===== src/design/lobm_ram.sv =====
`timescale 1ns / 1ps

module lobm_ram #(
   parameter int WIDTH = 8,
   parameter int DEPTH = 32,
   localparam int AddrW = (DEPTH > 1) ? $clog2(DEPTH) : 1
) (
   input  logic             clock,
   input  logic             wr_en,
   input  logic [AddrW-1:0] wr_addr,
   input  logic [WIDTH-1:0] wr_data,
   input  logic [AddrW-1:0] rd_addr,
   output logic [WIDTH-1:0] rd_data
);

   logic [WIDTH-1:0] mem_ff [DEPTH];
   logic [WIDTH-1:0] rd_data_ff;

   // Write port and registered read port.
   always_ff @(posedge clock) begin
      if (wr_en) begin
         mem_ff[wr_addr] <= wr_data;
      end
      rd_data_ff <= mem_ff[rd_addr];
   end

   assign rd_data = rd_data_ff;

endmodule

===== config.mk =====
export PLATFORM = sky130hd
export DESIGN_NAME = lobm_ram
export DESIGN_NICKNAME = d
export VERILOG_FILES = /design/src/design/lobm_ram.sv
export SDC_FILE = /design/constraint.sdc
export NUM_CORES = 1
export LEC_CHECK = 0
export BUFFER_PORTS_ARGS = -buffer_cell sky130_fd_sc_hd__buf_2
export CAP_MARGIN = 0
export CORE_MARGIN = 1
export CORE_UTILIZATION = 35
export CTS_CLUSTER_SIZE = 40
export DETAILED_ROUTE_END_ITERATION = 8
export PLACE_DENSITY = 0.5
export SETUP_SLACK_MARGIN = 0.5
export SYNTH_ARGS = -nofsm -noshare
export SYNTH_HDL_FRONTEND = slang
export SYNTH_SLANG_ARGS = --single-unit
export TNS_END_PERCENT = 50

===== constraint.sdc =====
create_clock -name clock -period 2.5 [get_ports clock]
set_input_delay 0.375 -clock clock [delete_from_list [all_inputs] [get_ports clock]]
set_output_delay 0.375 -clock clock [all_outputs]
set_load 0.01 [all_outputs]

Word-level counts from Yosys, hierarchy flattened
Memories as Yosys holds them, arrays and structs flattened. A register that Yosys moved wholly into a read port is not among the register bits.
Index checks and enable logic that the tools add are counted.
Widths: inputs -> output; s select.
{"block": "word_totals", "n_memories": 1, "ramBits": 256, "wordCells": 3, "ff_bits": 0, "out_inout_bits": 8, "inputBits": 20}
{"name": "mem_ff", "words": 32, "word_bits": 8, "read_ports": 1, "rd_ports_with_merged_regs": 1, "write_ports": 1, "line": "16", "source": "logic [WIDTH-1:0] mem_ff [DEPTH];"}
{"block": "op_classes", "muxes": 2}
{"operator": "$mux 1", "n": 2}

Depth between registers and ports, before layout
{"block": "depth", "depth_word": 2, "depth_mapped": 5, "ltp_nobuf": 3}

Worst setup path before layout
Ideal clock, no wire load.
{"block": "synth_path", "path_kind": "input -> register", "start": "input port rd_addr[2]", "end": "register rd_data_ff[0], in the netlist rd_data[0] (read register of mem_ff)", "setup_time_ns": 0.121, "arrival_time_ns": 2.057, "required_ns": 2.379, "path_slack_ns": 0.323, "path_buffers": 2, "cell_stages": 5, "path_cell_list": "clkbuf_1 -> clkbuf_1 -> mux4_2 -> mux4_2 -> mux2_2"}
{"item": "from (decl)", "line": "12", "source": "input logic [AddrW-1:0] rd_addr,"}
{"item": "to (decl)", "line": "17", "source": "logic [WIDTH-1:0] rd_data_ff;"}

==> flow_metrics.env <==
export IMPL_ys_top_cells_by_count="edfxtp_1 (256), mux4_2 (80), nor2_1 (33)"
export IMPL_switchingPower_w=0.00192
export IMPL_yosysUniqueCellTypes=15
export IMPL_grt_pass1_vias=4617
export IMPL_cpPeakStageDelay_ps=550
export IMPL_use_met2=0.243
export IMPL_ant_nets=0
export IMPL_drv_slew=0
export IMPL_status="completed"
export IMPL_port_buffers=27
export IMPL_ys_seq_area_frac=0.781
export IMPL_finalWirelength_um=22200
export IMPL_grt_busiest_layer="met2"
export IMPL_postPlaceCellArea_um2=10900
export IMPL_routabilityCongestion=0.734
export IMPL_critPathMaxFanout=1
export IMPL_overflow=0
export IMPL_totalNegativeSetupSlack_ps=0
export IMPL_synth_area_per_cell_um2=24.1
export IMPL_grt_total_usage=0.159
export IMPL_fin_crit_ps=1860
export IMPL_worst_slew_pin_slew_ps=672
export IMPL_power_internal_w=0.00755
export IMPL_htreeDepth=1
export IMPL_required_ps=2920
export IMPL_cts_hold_buffers=0
export IMPL_cellPowerDensity_nw_per_um2=801
export IMPL_grt_pass1_wl_um=32700
export IMPL_via_per_inst=5.06
export IMPL_ir_drop_mv=0.424
export IMPL_num_vias=4510
export IMPL_cts_repair_resized=0
export IMPL_use_met1=0.240
export IMPL_die_w_um=171
export IMPL_final_cells=892
export IMPL_insertion_delay_ps=530
export IMPL_fin_area_um2=11800
export IMPL_route_detailed_drc=0
export IMPL_async_flop_share=0
export IMPL_die_area_um2=29400
export IMPL_clkTransAtPathRegs_ps=60
export IMPL_synth_seq_cells=264
export IMPL_drt_initial_drc_count=414
export IMPL_p_comb_frac=0.052
export IMPL_io_pins=28
export IMPL_drt_wirelength_per_cell_um=24.9
export IMPL_crit_path_frequent_cell="mux4_2"
export IMPL_drive_gt1_frac=0.377
export IMPL_synth_top_area_frac=0.765
export IMPL_pwr_share_clk=0.425
export IMPL_clkSinkCount=264
export IMPL_hold_viol=0
export IMPL_seq_power_share=0.523
export IMPL_path_class="reg2reg"
export IMPL_worst_setup_path_start_kind="flop"
export IMPL_nets=514
export IMPL_start_util=0.359
export IMPL_crit_chain="mux4_2 > mux4_2 > mux2_2"
export IMPL_synth_cells=417
export IMPL_finalCritPeriodShare=0.744
export IMPL_max_clock_path_buffers=3
export IMPL_crit_arrival_ps=2280
export IMPL_ff2ff_path_depth=3
export IMPL_cts_tree="done"
export IMPL_synth_top_flop_cell="edfxtp_1"
export IMPL_holdPathStages=2
export IMPL_dp_hpwl_um=13900
export IMPL_fill_cells=2421
export IMPL_fmax_mhz=537
export IMPL_synth_area_um2=10100
export IMPL_synth_edff_count=256
export IMPL_area_growth_pct=17.5
export IMPL_end_kind="flop"
export IMPL_yosysWarningCount=0
export IMPL_dpl_cell_count=842
export IMPL_synth_nets=437
export IMPL_cts_setup_buffers=0
export IMPL_cts_made_buffers=28
export IMPL_setup_viol=0
export IMPL_core_area_um2=28000
export IMPL_slew_headroom=0.552
export IMPL_die_h_um=171
export IMPL_rsz0062_at_grt="no"
export IMPL_cp_slowest_cell="mux4_2"
export IMPL_synth_most_common_cell="edfxtp_1"
export IMPL_yosysTopAreaCell="edfxtp_1"
export IMPL_fp_row_count=61
export IMPL_met3_usage=0.0184
export IMPL_p_sw_frac=0.202
export IMPL_antenna_found_initial=0
export IMPL_fin_worst_skew_ps=8.45
export IMPL_p_leak_nw=3.74
export IMPL_cap_violations=0
export IMPL_hold_class="in2reg"
export IMPL_cts_root_buf="clkbuf_16"
export IMPL_grt_max_degree=49
export IMPL_synthTopCellsByArea="edfxtp_1 (76%), mux4_2 (18%), dfxtp_1 (1.6%)"
export IMPL_drtPass1Iterations=4
export IMPL_antenna_cells=0
## power groups by stage
stage	clock, W	combinational [W]	sequential (W)
floorplan	0	0.000283	0.00504
global placement	0	0.000492	0.00505
detailed placement	0	0.000503	0.00505
CTS	0.00411	0.000504	0.00495
global route	0.00429	0.000525	0.00495
finish	0.00402	0.000491	0.00495
## kinds of logic (layout without fill, tap and decap cells)
logic type,Yosys count,count (layout),synth area share
buffers and inverters,20,117,0.0106
flip-flops,264,264,0.781
multiplexers,88,88,0.188
AND/OR/NAND/NOR,45,45,0.0207
## registers in the layout, indices dropped and copies added (netlist names)
register,count
mem_ff,256
rd_data,8
## worst max-delay path, delay by kind of cell, from the launching register on
kind	cells	cell delay (ps)
DFF	1	370
muxes	3	1380
## through the flow
step,utilization,worst slack (ps),power [W],hold slack [ps]
floorplan,-,528,0.00532,474
global placement,0.390,200,0.00554,818
detailed placement,0.390,194,0.00555,814
CTS,0.422,646,0.00956,308
global route,0.422,642,0.00977,313
finish,0.422,639,0.00946,321
## worst paths after layout
| path | start | end | slack, ps |
|---|---|---|---|
| worst min-delay path | rd_addr[3] | rd_data[2] | 320 |
| worst min register to register | mem_ff[6][3] | rd_data[3] | 910 |
| worst max-delay path | mem_ff[13][7] | rd_data[7] | 640 |
| worst max register to register | mem_ff[13][7] | rd_data[7] | 640 |
## cell type report
| class | instances | area [um2] | share of cell area |
|---|---|---|---|
| clock inverter | 15 | 143 | 0.0121 |
| timing repair buffer | 67 | 500 | 0.0424 |
| tap | 378 | 473 | 0.0400 |
| sequential | 264 | 7850 | 0.664 |
| clock buffer | 35 | 748 | 0.0633 |
| multi-input combinational | 133 | 2100 | 0.178 |
## layout by cell type, fill, tap and decap left out
cell,synthesis,final
buf_12,0,5
clkinvlp_4,0,1
mux4_2,80,80
or3b_2,3,3
buf_2,1,26
bufinv_16,0,3
dfxtp_1,8,8
edfxtp_1,256,256
nand3b_1,5,5
clkbuf_16,0,29
nor2_1,33,33
or3_1,1,1
nand2_1,1,1
mux2_2,8,8
buf_4,6,36
clkinv_1,0,8
clkbuf_1,6,6
nand3_1,2,2
clkinv_2,0,3
## routing by layer
metal,part of all wire,wire [um],vias up
met5,0,0,-
met3,0.044,975,26
li1,-,-,1931
met4,0.017,379,0
met1,0.47,10400,2453
met2,0.47,10400,100
(Power assumes the default switching activity.)
